### src/hw/rtl/sdsq_pkg.sv
// ----------------------------------------------------------------------------
// sdsq_pkg
// Types and constants shared by the sphere depth square-root core and its
// port checker.
// ----------------------------------------------------------------------------
`default_nettype none

package sdsq_pkg;

   // stream widths, fields packed from bit 0 and padded to whole bytes
   localparam int REQ_DATA_W = 24;
   localparam int RSP_DATA_W = 16;

   localparam int RADIUS_W = 6;
   localparam int OFFSET_W = 8;
   localparam int DEPTH_W  = 9;

   // radius saturation point
   localparam int MAX_RADIUS = 63;

   // newton iteration
   localparam int ROOT_W     = 9;
   localparam int ARG_W      = 16;
   localparam int ROOT_START = 128;
   localparam int ITER_LIMIT = 64;
   localparam int ITER_W     = 6;
   localparam int DEPTH_MAX  = 255;

   // squaring pass: radius, then offset x, then offset y
   localparam int SQ_STEPS = 3;

   typedef enum logic [2:0] {
      ST_IDLE,
      ST_SQUARE,
      ST_DIVIDE,
      ST_UPDATE,
      ST_DONE
   } state_type;

endpackage : sdsq_pkg

`default_nettype wire

### src/hw/rtl/sphere_depth_sqrt_core.sv
// ----------------------------------------------------------------------------
// sphere_depth_sqrt_core
// Signed doubled sphere depth: +/- 2 * newton root of |r*r - dx*dx - dy*dy|,
// using one shared 8x8 multiplier and one restoring divider.
//
//   channel  dir  width  contents
//   req      in   24     radius, offset_x, offset_y
//   rsp      out  16     depth
//
// A word passes the accept state, three squaring steps on the multiplier,
// then per newton step (at most 64, under ten in practice) a 16-bit restoring
// division and an update, and a final state that hands the result to rsp.
// Reset is synchronous and active high; no word is in flight after it.
// A new word is taken while a finished result still waits on rsp; a stalled
// result only holds the core in its final state.
// ----------------------------------------------------------------------------
`default_nettype none

module sphere_depth_sqrt_core (
   input  wire logic                           clock,
   input  wire logic                           reset,
   input  wire logic                           req_tvalid,
   output logic                                req_tready,
   // [5:0] radius, [13:6] offset_x, [21:14] offset_y, [23:22] zero
   input  wire logic [sdsq_pkg::REQ_DATA_W-1:0] req_tdata,
   output logic                                rsp_tvalid,
   input  wire logic                           rsp_tready,
   // [8:0] depth, [15:9] zero
   output logic [sdsq_pkg::RSP_DATA_W-1:0]     rsp_tdata
);
   import sdsq_pkg::*;

   state_type state_ff, state_in;

   logic [1:0]          sq_cnt_ff, sq_cnt_in;
   logic [3:0]          bit_cnt_ff, bit_cnt_in;
   logic [ITER_W-1:0]   iter_ff, iter_in;
   logic [OFFSET_W-1:0] op_a_ff, op_a_in;
   logic [OFFSET_W-1:0] op_b_ff, op_b_in;
   logic [OFFSET_W-1:0] op_c_ff, op_c_in;
   logic signed [16:0]  acc_ff, acc_in;
   logic [ARG_W-1:0]    n_ff, n_in;
   logic                neg_ff, neg_in;
   logic [ROOT_W-1:0]   root_ff, root_in;
   logic [ROOT_W-1:0]   rem_ff, rem_in;
   logic [ARG_W-1:0]    quo_ff, quo_in;
   logic                rsp_valid_ff, rsp_valid_in;
   logic [DEPTH_W-1:0]  depth_ff, depth_in;

   logic [RADIUS_W-1:0] radius;
   logic [OFFSET_W-1:0] offset_x;
   logic [OFFSET_W-1:0] offset_y;
   logic [RADIUS_W-1:0] radius_sat;
   logic [2*OFFSET_W-1:0] product;
   logic [ROOT_W:0]     trial;
   logic                trial_ge;
   logic [ARG_W:0]      root_sum;
   logic [ROOT_W-1:0]   root_next;
   logic [ROOT_W-1:0]   root_diff;
   logic [ROOT_W:0]     mag;
   logic [DEPTH_W-1:0]  mag_sat;

   assign radius   = req_tdata[RADIUS_W-1:0];
   assign offset_x = req_tdata[RADIUS_W+OFFSET_W-1:RADIUS_W];
   assign offset_y = req_tdata[RADIUS_W+2*OFFSET_W-1:RADIUS_W+OFFSET_W];

   assign radius_sat = ({1'b0, radius} > 7'(MAX_RADIUS)) ? RADIUS_W'(MAX_RADIUS) : radius;

   // shared multiplier
   assign product = op_a_ff * op_a_ff;

   // shared divider, one quotient bit a cycle
   assign trial    = {rem_ff, quo_ff[ARG_W-1]};
   assign trial_ge = trial >= {1'b0, root_ff};

   assign root_sum  = {{(ARG_W-ROOT_W+1){1'b0}}, root_ff} + {1'b0, quo_ff};
   assign root_next = ROOT_W'(root_sum >> 1);
   assign root_diff = (root_ff > root_next) ? root_ff - root_next : root_next - root_ff;

   assign mag     = {root_ff, 1'b0};
   assign mag_sat = (mag > (ROOT_W+1)'(DEPTH_MAX)) ? DEPTH_W'(DEPTH_MAX) : mag[DEPTH_W-1:0];

   assign req_tready = (state_ff == ST_IDLE);
   assign rsp_tvalid = rsp_valid_ff;
   assign rsp_tdata  = {{(RSP_DATA_W-DEPTH_W){1'b0}}, depth_ff};

   always_ff @(posedge clock) begin
      if (reset) begin
         state_ff     <= ST_IDLE;
         rsp_valid_ff <= 1'b0;
      end else begin
         state_ff     <= state_in;
         rsp_valid_ff <= rsp_valid_in;
      end
   end

   always_ff @(posedge clock) begin
      sq_cnt_ff  <= sq_cnt_in;
      bit_cnt_ff <= bit_cnt_in;
      iter_ff    <= iter_in;
      op_a_ff    <= op_a_in;
      op_b_ff    <= op_b_in;
      op_c_ff    <= op_c_in;
      acc_ff     <= acc_in;
      n_ff       <= n_in;
      neg_ff     <= neg_in;
      root_ff    <= root_in;
      rem_ff     <= rem_in;
      quo_ff     <= quo_in;
      depth_ff   <= depth_in;
   end

   always_comb begin
      state_in     = state_ff;
      sq_cnt_in    = sq_cnt_ff;
      bit_cnt_in   = bit_cnt_ff;
      iter_in      = iter_ff;
      op_a_in      = op_a_ff;
      op_b_in      = op_b_ff;
      op_c_in      = op_c_ff;
      acc_in       = acc_ff;
      n_in         = n_ff;
      neg_in       = neg_ff;
      root_in      = root_ff;
      rem_in       = rem_ff;
      quo_in       = quo_ff;
      depth_in     = depth_ff;
      rsp_valid_in = rsp_valid_ff && !rsp_tready;

      case (state_ff)
         ST_IDLE: begin
            if (req_tvalid) begin
               op_a_in   = {{(OFFSET_W-RADIUS_W){1'b0}}, radius_sat};
               op_b_in   = offset_x[OFFSET_W-1] ? OFFSET_W'(-offset_x) : offset_x;
               op_c_in   = offset_y[OFFSET_W-1] ? OFFSET_W'(-offset_y) : offset_y;
               sq_cnt_in = '0;
               state_in  = ST_SQUARE;
            end
         end
         ST_SQUARE: begin
            // first square adds, the offsets subtract
            if (sq_cnt_ff == '0) begin
               acc_in = signed'({1'b0, product});
            end else begin
               acc_in = acc_ff - signed'({1'b0, product});
            end
            op_a_in   = op_b_ff;
            op_b_in   = op_c_ff;
            sq_cnt_in = sq_cnt_ff + 2'd1;
            if (sq_cnt_ff == 2'(SQ_STEPS-1)) begin
               state_in = ST_DIVIDE;
            end
            if (state_in == ST_DIVIDE) begin
               neg_in     = acc_in[16];
               n_in       = acc_in[16] ? ARG_W'(-acc_in) : acc_in[ARG_W-1:0];
               quo_in     = n_in;
               rem_in     = '0;
               root_in    = ROOT_W'(ROOT_START);
               bit_cnt_in = '0;
               iter_in    = '0;
            end
         end
         ST_DIVIDE: begin
            rem_in     = trial_ge ? ROOT_W'(trial - {1'b0, root_ff}) : trial[ROOT_W-1:0];
            quo_in     = {quo_ff[ARG_W-2:0], trial_ge};
            bit_cnt_in = bit_cnt_ff + 4'd1;
            if (bit_cnt_ff == 4'(ARG_W-1)) begin
               state_in = ST_UPDATE;
            end
         end
         ST_UPDATE: begin
            root_in = root_next;
            // a zero root would end the iteration as it stands
            if (root_diff <= ROOT_W'(1) || iter_ff == ITER_W'(ITER_LIMIT-1)
                  || root_next == '0) begin
               state_in = ST_DONE;
            end else begin
               iter_in    = iter_ff + ITER_W'(1);
               quo_in     = n_ff;
               rem_in     = '0;
               bit_cnt_in = '0;
               state_in   = ST_DIVIDE;
            end
         end
         ST_DONE: begin
            if (!rsp_valid_ff || rsp_tready) begin
               depth_in     = neg_ff ? DEPTH_W'(-mag_sat) : mag_sat;
               rsp_valid_in = 1'b1;
               state_in     = ST_IDLE;
            end
         end
         default: begin
            state_in = ST_IDLE;
         end
      endcase
   end

endmodule : sphere_depth_sqrt_core

`default_nettype wire

### config.mk
export PLATFORM = sky130hd
export DESIGN_NAME = sphere_depth_sqrt_core
export DESIGN_NICKNAME = d
export VERILOG_FILES = /design/src/hw/rtl/sdsq_pkg.sv /design/src/hw/rtl/sphere_depth_sqrt_core.sv
export SDC_FILE = /design/constraint.sdc
export NUM_CORES = 1
export LEC_CHECK = 0
export BUFFER_PORTS_ARGS = -buffer_cell sky130_fd_sc_hd__buf_2
export CAP_MARGIN = 5
export CORE_MARGIN = 2
export CORE_UTILIZATION = 60
export CTS_BUF_LIST = sky130_fd_sc_hd__clkbuf_8
export DETAILED_ROUTE_END_ITERATION = 16
export GPL_TIMING_DRIVEN = 0
export PLACE_DENSITY_LB_ADDON = 0.08
export SYNTH_ARGS = -nofsm -noshare
export SYNTH_HDL_FRONTEND = slang
export SYNTH_SLANG_ARGS = --single-unit
### constraint.sdc
create_clock -name clock -period 8.6 [get_ports clock]
set_input_delay 1.29 -clock clock [delete_from_list [all_inputs] [get_ports clock]]
set_output_delay 1.29 -clock clock [all_outputs]
set_load 0.1 [all_outputs]
==> flow_summary_export.csv <==
group,metric,value,unit
outcome,status,"finished clean",
synth,ys_async_sr_fraction,0,%
layout,syn_to_final_growth,9.200,%
min_path,hp-start,"op_b_ff[7]",
worst_setup_path,r2r_end,"quo_ff[10]",
layout,final_cell_mix,"edfxtp_1, inv_1, ha_1, nand2_1, nor2_1",
floorplan,ioPinCount,46,
layout,stdcell_count,1278,
drt,wl_per_cell,16.17,um
worst_setup_path,worstSetupStartpointType,"register",
drt,drt_wl_total,20.66,mm
clocking,holdBufCountCts,0,
layout,post-route-util,67.03,%
layout,final_common_cell,"edfxtp_1",
synth,syn-instance-count,984,
worst_setup_path,cp_slowest_cell,"edfxtp_1",
min_path,min_to,"op_a_ff[7]",
synth,ys_ff_latch,117,
layout,final_nets,1191,
sta,fin_crit_sh,82.26,%
floorplan,rows,46,
synth,ys.flop_type,"edfxtp_1",
sta,max_freq,141.4,MHz
global_route,antenna_found_initial,0,
clocking,cts_root_buf,"clkbuf_8",
sta,slew_violations,0,
synth,yosys.area.top_type,"edfxtp_1",
layout,diodes,0,
synth,synth-seq-area-share,35.62,%
synth,synth_area,9751,sq um
global_route,grt_pass1_vias,6939,
clocking,tritoncts,"built",
worst_setup_path,ff2ff_setup_slack,1.53,ns
placement,dp_hpwl,16.21,mm
synth,synth_edf_count,113,
sta,finalCriticalPeriod,7.074,ns
global_route,gr-total-overflow,0,
synth,syn_avg_cell_area,9.909,sq um
floorplan,core_area,15890,sq um
synth,yosysWarnings,0,
worst_setup_path,critPathKind,"register to register",
clocking,cts_buffers,17,
sta,worst_slew_pin_slew,0.9358,ns
synth,synth_top_area_share,34.80,%
worst_setup_path,worstPathRequired,8.80,ns
placement,io_buffer_count,36,
global_route,grt_max_degree,19,
clocking,cts_resized,0,
layout,stdcell_area,10650,sq um
drt,post-route-drc-count,0,
worst_setup_path,cp_max_fo,10,
worst_setup_path,crit_buf_inv,3,
worst_setup_path,critPathArrivalTime,7.28,ns
synth,yosys-top-cells-area,"edfxtp_1, ha_1, fa_1",
worst_setup_path,slowest_delay,0.61,ns
drt,drt.antenna.violating_nets,0,
placement,post_dp_cell_area,10270,sq um
worst_setup_path,r2r_start,"op_a_ff[0]",
flow_run,max_cap_violations,0,
floorplan,start_util,61.38,%
min_path,min_path_cells,1,
drt,firstDrtPassIters,5,
drt,viasPerCell,5.686,
worst_setup_path,critical_path.startpoint,"op_a_ff[0]",
synth,ys_types,78,
placement,gp_congestion,0.9188,
floorplan,die_x,131.5,um
worst_setup_path,worst_setup_path_end_kind,"register",
clocking,clkLatencyLatePin,0.45,ns
min_path,hp-class,"register to register",
clocking,post_cts_buffers,0,
worst_setup_path,critPathTopFamily,"adder cells",
sta,slew_headroom,37.61,%
sta,whs,0.5235,ns
floorplan,dieArea,17290,sq um
sta,rsz0062_at_grt,"no",
global_route,grt_pass1_wl,34.49,mm
worst_setup_path,reg2reg_depth,26,
placement,dp.cells,1246,
floorplan,die_y,131.5,um
layout,layout-drive-gt1-share,12.43,%
clocking,clk_pin_slew,0.07,ns
sta,setup_viol,0,
drt,vias,7267,
clocking,h-tree-depth,4,
global_route,grt.total_usage,24.80,%
clocking,clock_path_buffers,2,
clocking,cts_sinks,117,
sta,finClkSkew,0.01303,ns
drt,first_iter_violations,569,
sta,timing.final.hold_violations,0,
-- flip-flops by register name (all words and copies together), names as in the netlist, 2 cells and up --
register,cells
op_c_ff,8
iter_ff,6
bit_cnt_ff,4
op_a_ff,8
sq_cnt_ff,2
depth_ff,9
rem_ff,9
op_b_ff,8
n_ff,16
acc_ff,17
quo_ff,16
state_ff,3
root_ff,9
-- synth_stat cells, types with 3 or more instances --
master,instances
or3_1,6
nor3_1,12
a211o_1,4
dfxtp_1,4
a21boi_0,5
clkbuf_1,22
o31a_1,4
mux2i_1,32
nor2_2,6
ha_1,85
a21oi_1,40
mux2_2,10
and2_1,27
fa_1,29
xor2_1,23
nand4_1,8
xnor2_1,48
buf_4,7
o21bai_1,5
and3_1,8
nor4b_1,3
o311ai_0,4
or2_2,12
nor2_1,60
a21o_1,22
nand2_1,76
nand3_1,23
a21oi_2,4
nor4_1,3
nand2b_1,15
a211oi_1,8
nand3b_1,3
o21ai_0,34
edfxtp_1,113
o21a_1,17
o221a_2,3
o211ai_1,7
nor2b_1,21
a31oi_1,10
nor3b_1,3
o31ai_1,5
o22ai_1,3
inv_1,105
-- stage by stage --
step / setup TNS [ns] / setup slack (ns)
CTS: 0 / 1.542
global route: 0 / 1.072
global placement: -1.775 / -0.06456
finish: 0 / 1.526
detailed placement: 0 / 1.563
floorplan: 0 / 2.162
-- how the worst max path moves through the flow --
stage / endpoint / slack, ns / depth (start not counted)
2_1_floorplan: bit_cnt_ff[0] / 2.16 / 17
3_3_place_gp: rem_ff[8] / -0.06 / 17
3_5_place_dp: quo_ff[10] / 1.56 / 26
4_1_cts: quo_ff[10] / 1.54 / 26
5_1_grt: quo_ff[10] / 1.07 / 26
6_report: quo_ff[10] / 1.53 / 26
-- routing by layer --
metal / global-route usage, % / share of wire (%)
met3: 4.745 / 5.9
met5: 0 / 0
met1: 36.76 / 49
met2: 37.99 / 44
met4: 5.193 / 0.88
-- logic make-up (layout without fill, tap and decap cells) --
group                    count (synthesis)  after routing  synth area share, %
AND/OR/NAND/NOR                        297            297                15.76
AO/OA/AOI/OAI                          202            202                15.06
buffers and inverters                  139            209                5.723
flip-flops                             117            117                35.62
adder cells (fa/ha/maj)                115            115                16.98
XOR/XNOR                                71             71                6.377
multiplexers                            42             42                4.440
other                                    1              9              0.03846
-- area by class of cell --
| class | instances | area, sq um |
|---|---|---|
| Timing Repair Buffer | 38 | 210.2 |
| Sequential cell | 117 | 3473 |
| Buffer | 33 | 160.2 |
| Fill cell | 1304 | 5238 |
| Multi-Input combinational cell | 736 | 5762 |
| Inverter | 106 | 397.9 |
| Clock inverter | 14 | 126.4 |
| Clock buffer | 18 | 247.7 |
| Tap cell | 216 | 270.3 |
Power is not shown: default switching activity piles up to over one toggle a cycle in this logic, so the estimate is an artifact.
